===== config.mk =====
export PLATFORM = sky130hd
export DESIGN_NAME = pttt_ctrl
export DESIGN_NICKNAME = d
export VERILOG_FILES = /design/src/rtl/pttt_pkg.sv /design/src/rtl/pttt_ctrl.sv
export SDC_FILE = /design/constraint.sdc
export NUM_CORES = 1
export LEC_CHECK = 0
export BUFFER_PORTS_ARGS = -buffer_cell sky130_fd_sc_hd__buf_2
export CAP_MARGIN = 10
export CORE_MARGIN = 2
export CORE_UTILIZATION = 46
export CTS_CLUSTER_DIAMETER = 200
export DETAILED_ROUTE_END_ITERATION = 6
export PLACE_DENSITY_LB_ADDON = 0.05
export SYNTH_ARGS = -nofsm -noshare
export SYNTH_HDL_FRONTEND = slang
export SYNTH_SLANG_ARGS = --single-unit

===== constraint.sdc =====
create_clock -name clk -period 1.98 [get_ports clk]
set_input_delay 0.297 -clock clk [delete_from_list [all_inputs] [get_ports clk]]
set_output_delay 0.297 -clock clk [all_outputs]
set_load 0.1 [all_outputs]

===== src/rtl/pttt_pkg.sv =====
// Package for the pending task timeout table.
// Holds request codes, result kinds and the controller/datapath command and status structs.
// No dependencies.
package pttt_pkg;

    typedef enum logic [2:0] {
        REQ_SAVE  = 3'd0,
        REQ_STOP  = 3'd1,
        REQ_QUERY = 3'd2,
        REQ_CLEAR = 3'd3,
        REQ_REDO  = 3'd4,
        REQ_CHECK = 3'd5,
        REQ_CORE  = 3'd6
    } req_code_t;

    localparam logic [1:0] KIND_ACK     = 2'd0;
    localparam logic [1:0] KIND_RESTART = 2'd1;
    localparam logic [1:0] KIND_FAIL    = 2'd2;

    localparam logic [31:0] RETRY_DEFAULT = 32'd60000;

    typedef struct packed {
        logic in_rdy;
        logic calc_idle;
        logic core_start;
        logic save_do;
        logic clear_all;
        logic rank_clr;
        logic rank_inc;
        logic rd;
        logic age;
        logic remove;
        logic mark_done;
        logic emit;
        logic emit_done;
        logic set_ok;
        logic clr_ok;
        logic min_clr;
        logic min_upd;
        logic cur_load;
        logic cur_clr;
    } cmd_t;

    typedef struct packed {
        logic       in_take;
        logic [2:0] op;
        logic       out_free;
        logic       rank_end;
        logic       id_match;
        logic       slot_sel;
        logic       expire;
        logic       retry_ok;
        logic       min_found;
    } sts_t;

endpackage


===== src/rtl/pttt_ctrl.sv =====
// Controller state machine of the pending task timeout table.
// Depends on pttt_pkg; drives commands to pttt_dp and reads its status.
module pttt_ctrl (
    input  logic          clk,
    input  logic          rst_n,
    input  pttt_pkg::sts_t sts,
    output pttt_pkg::cmd_t cmd
);
    typedef enum logic [6:0] {
        ST_IDLE   = 7'b0000001,
        ST_DECODE = 7'b0000010,
        ST_SAVE   = 7'b0000100,
        ST_RD     = 7'b0001000,
        ST_WAIT   = 7'b0010000,
        ST_EVAL   = 7'b0100000,
        ST_DONE   = 7'b1000000
    } state_t;

    state_t state_reg, state_next;

    always_ff @(posedge clk or negedge rst_n)
    begin
        if (!rst_n)
        begin
            state_reg <= ST_IDLE;
        end
        else
        begin
            state_reg <= state_next;
        end
    end

    always_comb
    begin
        cmd        = '0;
        state_next = state_reg;
        unique case (state_reg)
            ST_IDLE:
            begin
                cmd.in_rdy = 1'b1;
                if (sts.in_take)
                begin
                    state_next = ST_DECODE;
                end
            end
            ST_DECODE:
            begin
                cmd.calc_idle = 1'b1;
                cmd.rank_clr  = 1'b1;
                cmd.clr_ok    = 1'b1;
                cmd.min_clr   = 1'b1;
                cmd.cur_clr   = 1'b1;
                case (sts.op)
                    pttt_pkg::REQ_SAVE:
                    begin
                        state_next = ST_SAVE;
                    end
                    pttt_pkg::REQ_STOP, pttt_pkg::REQ_QUERY,
                    pttt_pkg::REQ_REDO, pttt_pkg::REQ_CHECK:
                    begin
                        state_next = ST_RD;
                    end
                    pttt_pkg::REQ_CLEAR:
                    begin
                        cmd.clear_all = 1'b1;
                        state_next    = ST_DONE;
                    end
                    pttt_pkg::REQ_CORE:
                    begin
                        cmd.core_start = 1'b1;
                        state_next     = ST_DONE;
                    end
                    default:
                    begin
                        state_next = ST_DONE;
                    end
                endcase
            end
            ST_SAVE:
            begin
                cmd.save_do = 1'b1;
                state_next  = ST_DONE;
            end
            ST_RD:
            begin
                if (sts.rank_end)
                begin
                    if (sts.op == pttt_pkg::REQ_REDO)
                    begin
                        if (sts.min_found)
                        begin
                            cmd.cur_load = 1'b1;
                            cmd.min_clr  = 1'b1;
                            cmd.rank_clr = 1'b1;
                        end
                        else
                        begin
                            cmd.clear_all = 1'b1;
                            state_next    = ST_DONE;
                        end
                    end
                    else
                    begin
                        state_next = ST_DONE;
                    end
                end
                else
                begin
                    cmd.rd     = 1'b1;
                    state_next = ST_WAIT;
                end
            end
            ST_WAIT:
            begin
                cmd.age    = 1'b1;
                state_next = ST_EVAL;
            end
            ST_EVAL:
            begin
                case (sts.op)
                    pttt_pkg::REQ_STOP, pttt_pkg::REQ_QUERY:
                    begin
                        if (sts.id_match)
                        begin
                            cmd.set_ok = 1'b1;
                            cmd.remove = (sts.op == pttt_pkg::REQ_STOP);
                            state_next = ST_DONE;
                        end
                        else
                        begin
                            cmd.rank_inc = 1'b1;
                            state_next   = ST_RD;
                        end
                    end
                    pttt_pkg::REQ_CHECK:
                    begin
                        if (sts.expire || sts.retry_ok)
                        begin
                            if (sts.out_free)
                            begin
                                cmd.emit   = 1'b1;
                                cmd.remove = 1'b1;
                                state_next = ST_RD;
                            end
                        end
                        else
                        begin
                            cmd.rank_inc = 1'b1;
                            state_next   = ST_RD;
                        end
                    end
                    pttt_pkg::REQ_REDO:
                    begin
                        if (sts.slot_sel)
                        begin
                            if (sts.out_free)
                            begin
                                cmd.emit      = 1'b1;
                                cmd.mark_done = 1'b1;
                                cmd.rank_inc  = 1'b1;
                                state_next    = ST_RD;
                            end
                        end
                        else
                        begin
                            cmd.min_upd  = 1'b1;
                            cmd.rank_inc = 1'b1;
                            state_next   = ST_RD;
                        end
                    end
                    default:
                    begin
                        state_next = ST_DONE;
                    end
                endcase
            end
            ST_DONE:
            begin
                if (sts.out_free)
                begin
                    cmd.emit_done = 1'b1;
                    state_next    = ST_IDLE;
                end
            end
            default:
            begin
                state_next = ST_IDLE;
            end
        endcase
    end
endmodule


==> results of run 1 <==
[repair_timing]
action,4_1_cts
endpoints found under the hold margin,6
buffers inserted,3
resized for setup,10
setup endpoints to repair,17
pin swaps,4
hold buffers,1
[kinds of logic after synthesis]
family,count (synthesis),synth area share [%]
DFF,7,23.66
buffers and inverters,13,8.220
xor gates and xnor gates,3,3.524
AOI/OAI and AO/OA,19,18.96
and+or+nand+nor,53,45.64
[stage by stage]
stage | hold WS [ps] | instance area (sq um) | util (%)
CTS | 263.3 | 1480 | 98.26
detailed placement | 137.2 | 1375 | 91.28
global placement | 137.1 | 1375 | 91.28
floorplan | 1.409 | 862.1 | -
==> results.py, run 1 <==
metrics = {
    "grt": {
        "grt_max_degree": 13,
    },
    "timing": {
        "worst_endpoint": "cmd[3]",
        "worst-ep-kind": "primary output",
    },
    "logic_synthesis": {
        "postSynthAreaPerCell_sq_um": 7.850,
        "synth_cells": 95,
        "yosys.cell_count.top_type": "nor2_1",
        "synthTopCellsByCount": "nor2_1, dfrtp_1, and3_1, inv_1, nor3_1",
        "ys_top_cells_by_area": "dfrtp_1, nor2_1, and3_1, dfstp_2, nand2b_1",
        "yosys.area.top_type": "dfrtp_1",
        "ys_async_sr_fraction_pct": 100.0,
        "synth_ff_type": "dfrtp_1",
        "ys_seq_elements": 7,
        "syn_area_sq_um": 745.7,
        "synth_edf_count": 0,
        "seq_area_frac_synth_pct": 23.66,
        "synth_nets": 108,
        "yosys.area.top_type_share_pct": 20.13,
        "ys_types": 44,
        "yosysWarnings": 0,
    },
    "floorplanning": {
        "row_count": 14,
        "fp.dieH_um": 44.27,
        "die_x_um": 44.27,
        "start_util_pct": 49.50,
        "num_io_pins": 32,
    },
    "run_status": {
        "status": "did not finish",
        "haltStage": "global routing",
        "error_line": "[ERROR DPL-0038] Utilization greater than 100%, impossible to legalize",
    },
    "clock_tree": {
        "cts.path.max_buffers": 2,
        "cts_root_buffer": "clkbuf_4",
        "cts_num_sinks": 7,
        "htree_levels": 1,
        "cts_buffers": 3,
    },
    "placement": {
        "place_worst_setup_slack_ps": -155.6,
        "dp_cells": 151,
        "gp_congestion": 0.8195,
        "hpwl_um": 2341,
        "port_buffers": 31,
    },
}
==> run 2: changes to the inputs <==
--- a/config.mk
+++ b/config.mk
@@ -7,11 +7,10 @@
 export LEC_CHECK = 0
 export BUFFER_PORTS_ARGS = -buffer_cell sky130_fd_sc_hd__buf_2
 export CAP_MARGIN = 10
-export CORE_MARGIN = 2
-export CORE_UTILIZATION = 46
-export CTS_CLUSTER_DIAMETER = 200
+export CORE_AREA = 2 2 63 65
 export DETAILED_ROUTE_END_ITERATION = 6
-export PLACE_DENSITY_LB_ADDON = 0.05
+export DIE_AREA = 0 0 65 67
+export PLACE_DENSITY_LB_ADDON = 0.15
 export SYNTH_ARGS = -nofsm -noshare
 export SYNTH_HDL_FRONTEND = slang
 export SYNTH_SLANG_ARGS = --single-unit
==> run 2 against run 1 <==
  * The flow now finishes, with violations (negative setup slack)
  * Synthesized cell count unchanged
  * Area after synthesis unchanged
==> results.py, run 2 <==
metrics = {
    "run_status": {
        "status": "finished with violations",
        "violations": "negative setup slack",
    },
    "layout": {
        "final_common_cell": "buf_4",
        "drive_gt1_share_pct": 56.67,
        "final_core_util_pct": 44.80,
        "fill_cells": 339,
        "stdcell_area_sq_um": 1615,
        "regArea_sq_um": 176.4,
        "final_cell_mix": "buf_4, buf_12, buf_2, nor2_1, dfrtp_1",
        "fin_nets": 164,
        "multiInputGateArea_sq_um": 641.9,
        "area_growth_pct": 116.6,
        "stdcell_count": 198,
        "diodes": 0,
        "largest_reg_flops": 7,
    },
    "drt": {
        "avgViaCountPerCell": 4.909,
        "firstDrtPassIters": 5,
        "ant_nets": 0,
        "wl_um": 2759,
        "first_iter_violations": 33,
        "wl_per_cell_um": 13.93,
        "drc": 0,
        "vias": 972,
    },
    "logic_synthesis": {
        "synth_edf_count": 0,
        "yosys.area.top_type_share_pct": 20.13,
        "syn_area_sq_um": 745.7,
        "seq_area_frac_synth_pct": 23.66,
        "yosys.cell_count.top_type": "nor2_1",
        "synth_nets": 108,
        "ys_types": 44,
        "yosysWarnings": 0,
        "ys_async_sr_fraction_pct": 100.0,
        "ys_top_cells_by_area": "dfrtp_1, nor2_1, and3_1, dfstp_2, nand2b_1",
        "postSynthAreaPerCell_sq_um": 7.850,
        "yosys.area.top_type": "dfrtp_1",
        "ys_seq_elements": 7,
        "synthTopCellsByCount": "nor2_1, dfrtp_1, and3_1, inv_1, nor3_1",
        "synth_ff_type": "dfrtp_1",
        "synth_cells": 95,
    },
    "pwr": {
        "power_leakage_nw": 0.7013,
        "irDropWorstVdd_uv": 298.1,
        "power.density_nw_per_um2": 918.1,
    },
    "clock_tree": {
        "htree_levels": 1,
        "clkTransAtPathRegs_ps": 40,
        "cts.path.max_buffers": 2,
        "cts_tree": "built",
        "cts_num_sinks": 7,
        "cts_buffers": 3,
        "clk_latency_ps": 230,
        "cts_root_buffer": "clkbuf_8",
    },
    "floorplanning": {
        "design.die.area_sq_um": 4355,
        "core_area_sq_um": 3606,
        "row_count": 22,
        "num_io_pins": 32,
        "fp.dieH_um": 67,
        "start_util_pct": 20.68,
        "die_x_um": 65,
    },
    "grt": {
        "grt_pass1_wl_um": 4464,
        "grt_max_degree": 13,
        "antenna_found_initial": 0,
        "grt-ovfl-total": 0,
        "grt_pass1_vias": 964,
        "grt.total_usage_pct": 13.42,
    },
    "worst_setup_path": {
        "cp.required_ps": 1680,
        "startpoint": "state_reg[2]",
        "r2r_end": "state_reg[6]",
        "reg2reg_depth": 8,
        "critPathTopFamily": "simple AND/OR/NAND/NOR gates",
        "crit_top_cell": "buf_12",
        "crit_path_max_fanout": 4,
        "crit_type": "flip-flop to primary output",
        "r2r-start": "state_reg[2]",
        "crit_path_cell_trace": "or4b_4 > buf_12 > nor4_4 > or2_4 > buf_12",
        "r2r_setup_slack_ps": 60,
        "worst-endpoint-arrival_ps": 1880,
        "cp-end-kind": "primary output",
        "cp-start-kind": "flip-flop",
        "worst_path_largest_cell_delay_ps": 560,
        "worst-path-buf-inv": 2,
        "cpMaxStageDelayCell": "or4b_4",
    },
    "timing": {
        "fin_crit_sh_pct": 109.7,
        "slew_headroom_pct": 74.70,
        "fmax_mhz": 460.4,
        "clock_skew_ps": 3.668,
        "fin_setup_tns_ps": -1295,
        "tightest_slew_ps": 369.9,
        "rsz0062_at_grt": "true",
        "finalWorstSetupSlack_ps": -192.1,
        "post-route-min-period_ps": 2172,
        "finalHoldViolations": 0,
        "setup_viol": 12,
        "slew_viol_final": 0,
    },
    "worst_hold_path": {
        "min_path_cells": 2,
        "holdPathEnd": "state_reg[1]",
        "hold_class": "input pin to flip-flop",
        "hold_path.startpoint": "sts[10]",
    },
    "job": {
        "maxCapViolations": 0,
    },
    "placement": {
        "dp_cells": 188,
        "hpwl_um": 2144,
        "place_worst_setup_slack_ps": 18.69,
        "place_area_sq_um": 1465,
        "gp_congestion": 0.8145,
        "port_buffers": 31,
    },
}
==> run 2: cell type report <==
type	instances	area share, %
Multi-Input combinational cell	75	39.74
Tap cell	48	3.718
Inverter	5	1.162
Clock buffer	4	2.789
Sequential cell	7	10.92
Timing Repair Buffer	59	41.67
==> run 2: layer usage <==
layer,vias up,GRT usage (%),share of wire [%]
met5,-,0,0
met4,0,5.585,2.4
met3,6,2.872,5.1
met2,34,23.71,49
met1,468,15.62,43
li1,464,-,-
==> run 2: worst max path at each step <==
stage / to / slack (ps) / depth (start not counted)
floorplan: cmd[13] / -1120 / 5
finish: cmd[3] / -190 / 5
global route: cmd[13] / -250 / 5
global placement: cmd[14] / 20 / 4
CTS: cmd[3] / -220 / 5
detailed placement: cmd[14] / 20 / 4
==> run 2: timing repair <==
action,CTS,global route
resized for setup,4,7
hold buffers,1,0
pin swaps,2,1
endpoints found under the hold margin,6,0
setup buffers,3,2
setup endpoints to repair,16,17
==> run 2: kinds of logic (layout without fill, tap and decap cells) <==
logic type             after synthesis  in the layout  synth area share [%]
AND/OR/NAND/NOR                     53             53                 45.64
AO/OA/AOI/OAI                       19             19                 18.96
buffers and inverters               13             68                 8.220
flip-flops                           7              7                 23.66
XOR/XNOR                             3              3                 3.524
==> run 2: through the flow <==
stage / power [mW] / hold slack (ps)
after floorplan: 0.8835 / 1.409
after global placement: 1.210 / 140.1
after detailed placement: 1.215 / 146.8
after CTS: 1.456 / 309.0
after global routing: 1.552 / 322.6
final: 1.483 / 313.8
==> run 2: power by group <==
part	switching (mW)	leakage [nW]	internal, mW	total, mW
Sequential	0.0348	0.0931	0.178	0.213
Combinational	0.647	0.585	0.417	1.06
Clock	0.0666	0.0228	0.140	0.206
Total	0.748	0.701	0.735	1.48
No activity file was read; power rests on OpenSTA's default activity.
==> run 3: changes to the inputs <==
--- a/config.mk
+++ b/config.mk
@@ -10,6 +10,7 @@
 export CORE_AREA = 2 2 63 65
 export DETAILED_ROUTE_END_ITERATION = 6
 export DIE_AREA = 0 0 65 67
+export MAX_ROUTING_LAYER = met4
 export PLACE_DENSITY_LB_ADDON = 0.15
 export SYNTH_ARGS = -nofsm -noshare
 export SYNTH_HDL_FRONTEND = slang
==> run 3 against run 2 <==
  * Critical path type unchanged
  * Global-route usage rose by 0.39 points
  * Via count rose by 0.10%
  * Combinational power barely moved
  * Die area did not move
  * Flip-flop and latch count did not move
  * Largest cell class unchanged
  * The run still ends with negative setup slack left
  * Highest routed layer unchanged
  * Clock power barely moved
==> results.py, run 3 (synthesis gave the netlist of run 2 again) <==
metrics = {
    "run_status": {
        "status": "finished with violations",
        "violations": "negative setup slack",
    },
    "clock_tree": {
        "cts_buffers": 3,
        "cts_tree": "built",
        "clkTransAtPathRegs_ps": 40,
        "clk_latency_ps": 230,
        "cts.path.max_buffers": 2,
        "cts_num_sinks": 7,
        "htree_levels": 1,
        "cts_root_buffer": "clkbuf_8",
    },
    "job": {
        "maxCapViolations": 0,
    },
    "floorplanning": {
        "design.die.area_sq_um": 4355,
        "fp.dieH_um": 67,
        "row_count": 22,
        "start_util_pct": 20.68,
        "core_area_sq_um": 3606,
        "num_io_pins": 32,
        "die_x_um": 65,
    },
    "layout": {
        "largest_reg_flops": 7,
        "diodes": 0,
        "fin_nets": 164,
        "regArea_sq_um": 176.4,
        "stdcell_count": 198,
        "stdcell_area_sq_um": 1615,
        "multiInputGateArea_sq_um": 641.9,
        "drive_gt1_share_pct": 56.67,
        "final_cell_mix": "buf_4, buf_12, buf_2, nor2_1, dfrtp_1",
        "area_growth_pct": 116.6,
        "fill_cells": 339,
        "final_common_cell": "buf_4",
    },
    "timing": {
        "finalWorstSetupSlack_ps": -192.5,
        "fin_setup_tns_ps": -1272,
        "rsz0062_at_grt": "true",
        "setup_viol": 12,
        "fmax_mhz": 460.3,
        "tightest_slew_ps": 375.9,
        "fin_crit_sh_pct": 109.7,
        "slew_headroom_pct": 74.29,
        "post-route-min-period_ps": 2173,
        "slew_viol_final": 0,
        "clock_skew_ps": 3.977,
        "finalHoldViolations": 0,
    },
    "worst_setup_path": {
        "crit_top_cell": "buf_12",
        "worst-endpoint-arrival_ps": 1880,
        "cp-end-kind": "primary output",
        "crit_type": "flip-flop to primary output",
        "cp-start-kind": "flip-flop",
        "crit_path_max_fanout": 4,
        "cpMaxStageDelayCell": "or4b_4",
        "worst_path_largest_cell_delay_ps": 560,
        "cp.required_ps": 1680,
        "crit_path_cell_trace": "or4b_4 > buf_12 > nor4_4 > or2_4 > buf_12",
    },
    "worst_hold_path": {
        "hold_class": "input pin to flip-flop",
    },
    "pwr": {
        "power_leakage_nw": 0.7013,
        "irDropWorstVdd_uv": 298.0,
        "power.density_nw_per_um2": 917.1,
    },
    "placement": {
        "port_buffers": 31,
        "hpwl_um": 2144,
        "gp_congestion": 0.8265,
        "place_area_sq_um": 1465,
        "dp_cells": 188,
    },
    "grt": {
        "antenna_found_initial": 0,
        "grt_pass1_wl_um": 4485,
        "grt_max_degree": 13,
        "grt-ovfl-total": 0,
        "grt.total_usage_pct": 13.81,
        "grt_pass1_vias": 959,
    },
    "drt": {
        "ant_nets": 0,
        "avgViaCountPerCell": 4.914,
        "wl_um": 2753,
        "drc": 0,
        "vias": 973,
        "wl_per_cell_um": 13.90,
        "firstDrtPassIters": 4,
        "first_iter_violations": 31,
    },
}
## run 3: cell counts in the layout (fill, tap and decap cells not counted)
No cell type changed its count.
## run 3: worst paths after layout
check	from	to	slack [ps]	depth (start not counted)
worst max-delay path	state_reg[2]	cmd[3]	-190	5
worst min-delay path	sts[10]	state_reg[1]	310	2
worst max register to register	state_reg[2]	state_reg[6]	60	8
worst min register to register	state_reg[0]	state_reg[0]	650	2
max in group asynchronous	rst_n	state_reg[0]	1310	2
min in group asynchronous	rst_n	state_reg[5]	440	2
## run 3: power by group
part / total (mW) / switching [mW] / internal (mW)
Sequential: 0.212 / 0.0337 / 0.178
Clock: 0.206 / 0.0667 / 0.140
Combinational: 1.06 / 0.646 / 0.417
Total: 1.48 / 0.746 / 0.735
## run 3: metrics by stage
| step | total power [mW] | setup WS [ps] | util [%] | hold slack, ps |
|---|---|---|---|---|
| 2_1_floorplan | 0.8835 | -1120 | - | 1.409 |
| 3_3_place_gp | 1.210 | 22.68 | 40.63 | 140.1 |
| 3_5_place_dp | 1.215 | 18.69 | 40.63 | 146.8 |
| 4_1_cts | 1.456 | -216.1 | 43.51 | 309.0 |
| 5_1_grt | 1.552 | -250.8 | 44.80 | 322.6 |
| 6_report | 1.481 | -192.5 | 44.80 | 311.4 |
## run 3: what timing repair did
item                                   4_1_cts  5_1_grt
setup buffers                                3        2
hold buffers                                 1        0
setup endpoints to repair                   16       17
endpoints found under the hold margin        6        0
resized for setup                            4        7
pin swaps                                    2        1
## run 3: critical path: cells and delay by family (launching register included)
family | cells | cell delay, ps
flip-flops | 1 | 410
buffers and inverters | 2 | 330
AND/OR/NAND/NOR | 3 | 910
## run 3: routing by layer
layer	wire, um	GRT usage (%)	vias to the layer above
met3	121	2.196	4
met2	1373	23.71	34
met1	1212	16.13	468
met5	0	-	-
met4	45	5.585	0
li1	-	-	467
## run 3: layout make-up
type | instances | share of cell area [%]
Timing Repair Buffer | 59 | 41.67
Multi-Input combinational cell | 75 | 39.74
Sequential cell | 7 | 10.92
Tap cell | 48 | 3.718
Clock buffer | 4 | 2.789
Inverter | 5 | 1.162
==> run 4: changes to the inputs <==
--- a/config.mk
+++ b/config.mk
@@ -8,10 +8,12 @@
 export BUFFER_PORTS_ARGS = -buffer_cell sky130_fd_sc_hd__buf_2
 export CAP_MARGIN = 10
 export CORE_AREA = 2 2 63 65
+export CTS_BUF_LIST = sky130_fd_sc_hd__clkbuf_8
 export DETAILED_ROUTE_END_ITERATION = 6
 export DIE_AREA = 0 0 65 67
 export MAX_ROUTING_LAYER = met4
 export PLACE_DENSITY_LB_ADDON = 0.15
+export SKIP_LAST_GASP = 1
 export SYNTH_ARGS = -nofsm -noshare
 export SYNTH_HDL_FRONTEND = slang
 export SYNTH_SLANG_ARGS = --single-unit
==> run 4 against run 3 <==
  * The run still ends with negative setup slack left
  * Global-route usage hardly changed
  * Clock power is 3% lower
  * Maximum frequency increased by 0.32%
  * Cell count down 0.51%
  * Die area unchanged
  * Combinational power barely moved
  * Critical path type unchanged
  * Highest routed layer unchanged
==> results.py, run 4 (synthesis gave the netlist of run 2 again) <==
metrics = {
    "job": {
        "maxCapViolations": 0,
    },
    "layout": {
        "final_cell_mix": "buf_4, buf_12, buf_2, nor2_1",
        "diodes": 0,
        "stdcell_count": 197,
        "area_growth_pct": 111.9,
        "drive_gt1_share_pct": 54.36,
        "largest_reg_flops": 7,
        "final_common_cell": "buf_4",
        "fin_nets": 163,
    },
    "worst_setup_path": {
        "cp.required_ps": 1680,
        "crit_path_max_fanout": 4,
        "cp-start-kind": "flip-flop",
        "r2r-start": "state_reg[2]",
        "r2r_setup_slack_ps": 50,
        "worst-endpoint-arrival_ps": 1870,
        "crit_type": "flip-flop to primary output",
        "cp-end-kind": "primary output",
        "reg2reg_depth": 8,
        "r2r_end": "state_reg[6]",
    },
    "floorplanning": {
        "fp.dieH_um": 67,
        "num_io_pins": 32,
        "row_count": 22,
        "die_x_um": 65,
        "design.die.area_sq_um": 4355,
        "start_util_pct": 20.68,
        "core_area_sq_um": 3606,
    },
    "placement": {
        "port_buffers": 31,
        "hpwl_um": 2144,
        "gp_congestion": 0.8265,
        "dp_cells": 188,
        "place_worst_setup_slack_ps": 18.69,
    },
    "timing": {
        "tightest_slew_ps": 368.1,
        "fin_setup_tns_ps": -1609,
        "fmax_mhz": 461.8,
        "rsz0062_at_grt": "true",
        "setup_viol": 16,
        "finalWorstSetupSlack_ps": -185.6,
        "slew_viol_final": 0,
        "fin_crit_sh_pct": 109.4,
        "post-route-min-period_ps": 2166,
        "clock_skew_ps": 5.040,
        "slew_headroom_pct": 74.83,
        "finalHoldViolations": 0,
    },
    "worst_hold_path": {
        "min_path_cells": 2,
        "holdPathEnd": "state_reg[1]",
        "hold_path.startpoint": "sts[10]",
        "hold_class": "input pin to flip-flop",
    },
    "grt": {
        "antenna_found_initial": 0,
        "grt_max_degree": 13,
        "grt-ovfl-total": 0,
        "grt_pass1_vias": 955,
        "grt_pass1_wl_um": 4464,
        "grt.total_usage_pct": 13.77,
    },
    "drt": {
        "wl_per_cell_um": 13.59,
        "drc": 0,
        "wl_um": 2677,
        "avgViaCountPerCell": 4.817,
        "first_iter_violations": 29,
        "firstDrtPassIters": 4,
        "ant_nets": 0,
        "vias": 949,
    },
    "clock_tree": {
        "cts_root_buffer": "clkbuf_8",
        "clkTransAtPathRegs_ps": 40,
        "cts_num_sinks": 7,
        "cts.path.max_buffers": 2,
        "clk_latency_ps": 230,
        "htree_levels": 1,
        "cts_tree": "built",
        "cts_buffers": 3,
    },
    "run_status": {
        "violations": "negative setup slack",
        "status": "finished with violations",
    },
    "pwr": {
        "irDropWorstVdd_uv": 296.2,
        "power.density_nw_per_um2": 915.3,
        "power_leakage_nw": 0.6931,
    },
}
-- run 4: cell count changes in the layout (fill, tap and decap cells not counted), sizes merged --
cell | previous run | this run
clkbuf | 4 | 3
inv | 5 | 6
buf | 58 | 57
-- run 4: worst max-delay path by stage --
stage	from	end	cells after the start
after detailed placement	state_reg[2]	cmd[14]	4
after floorplan	state_reg[4]	cmd[13]	5
after global routing	state_reg[2]	cmd[13]	5
after CTS	state_reg[5]	cmd[3]	5
final	state_reg[2]	cmd[3]	5
after global placement	state_reg[2]	cmd[14]	4
-- run 4: what timing repair did --
item                                    in CTS  in global routing
endpoints found under the setup margin      16                 18
gates resized for setup                      3                  2
endpoints found under the hold margin        6                  0
hold buffers                                 1                  0
pin swaps                                    2                  0
buffers inserted                             3                  1
-- run 4: final cells by class --
cell class	instances	area (sq um)
Timing Repair Buffer	58	658.1
Clock inverter	1	3.754
Clock buffer	3	41.29
Inverter	5	18.77
Tap cell	48	60.06
Sequential cell	7	176.4
Multi-Input combinational cell	75	621.8
Fill cell	345	2026
-- run 4: layer usage --
layer	track usage (%)	routed length, um	part of all wire [%]	vias up
li1	-	-	-	463
met1	16.23	1196	45	448
met2	23.45	1316	49	34
met3	2.196	119	4.4	4
met4	5.585	45	1.7	0
met5	-	0	0	-
-- run 4: where the power goes --
group	total [mW]	internal, mW	switching, mW	leakage, nW
combinational	1.03	0.401	0.634	0.573
clock	0.199	0.134	0.0647	0.0269
sequential	0.212	0.178	0.0343	0.0931
-- run 4: through the flow --
stage                     util [%]  hold slack (ps)  area [sq um]  total power, mW
after floorplan                  -            1.409         862.1           0.8835
final                        43.82            310.3          1580            1.446
after CTS                    43.37            309.0          1564            1.450
after detailed placement     40.63            146.8          1465            1.215
after global placement       40.63            140.1          1465            1.210
after global routing         43.82            322.6          1580            1.520
-- run 4: critical path, cell delays in order (launching register included) --
cell and delay, ps:
dfrtp_1 410, or4b_4 560, buf_12 150, nor4_4 150
or2_4 200, buf_12 180
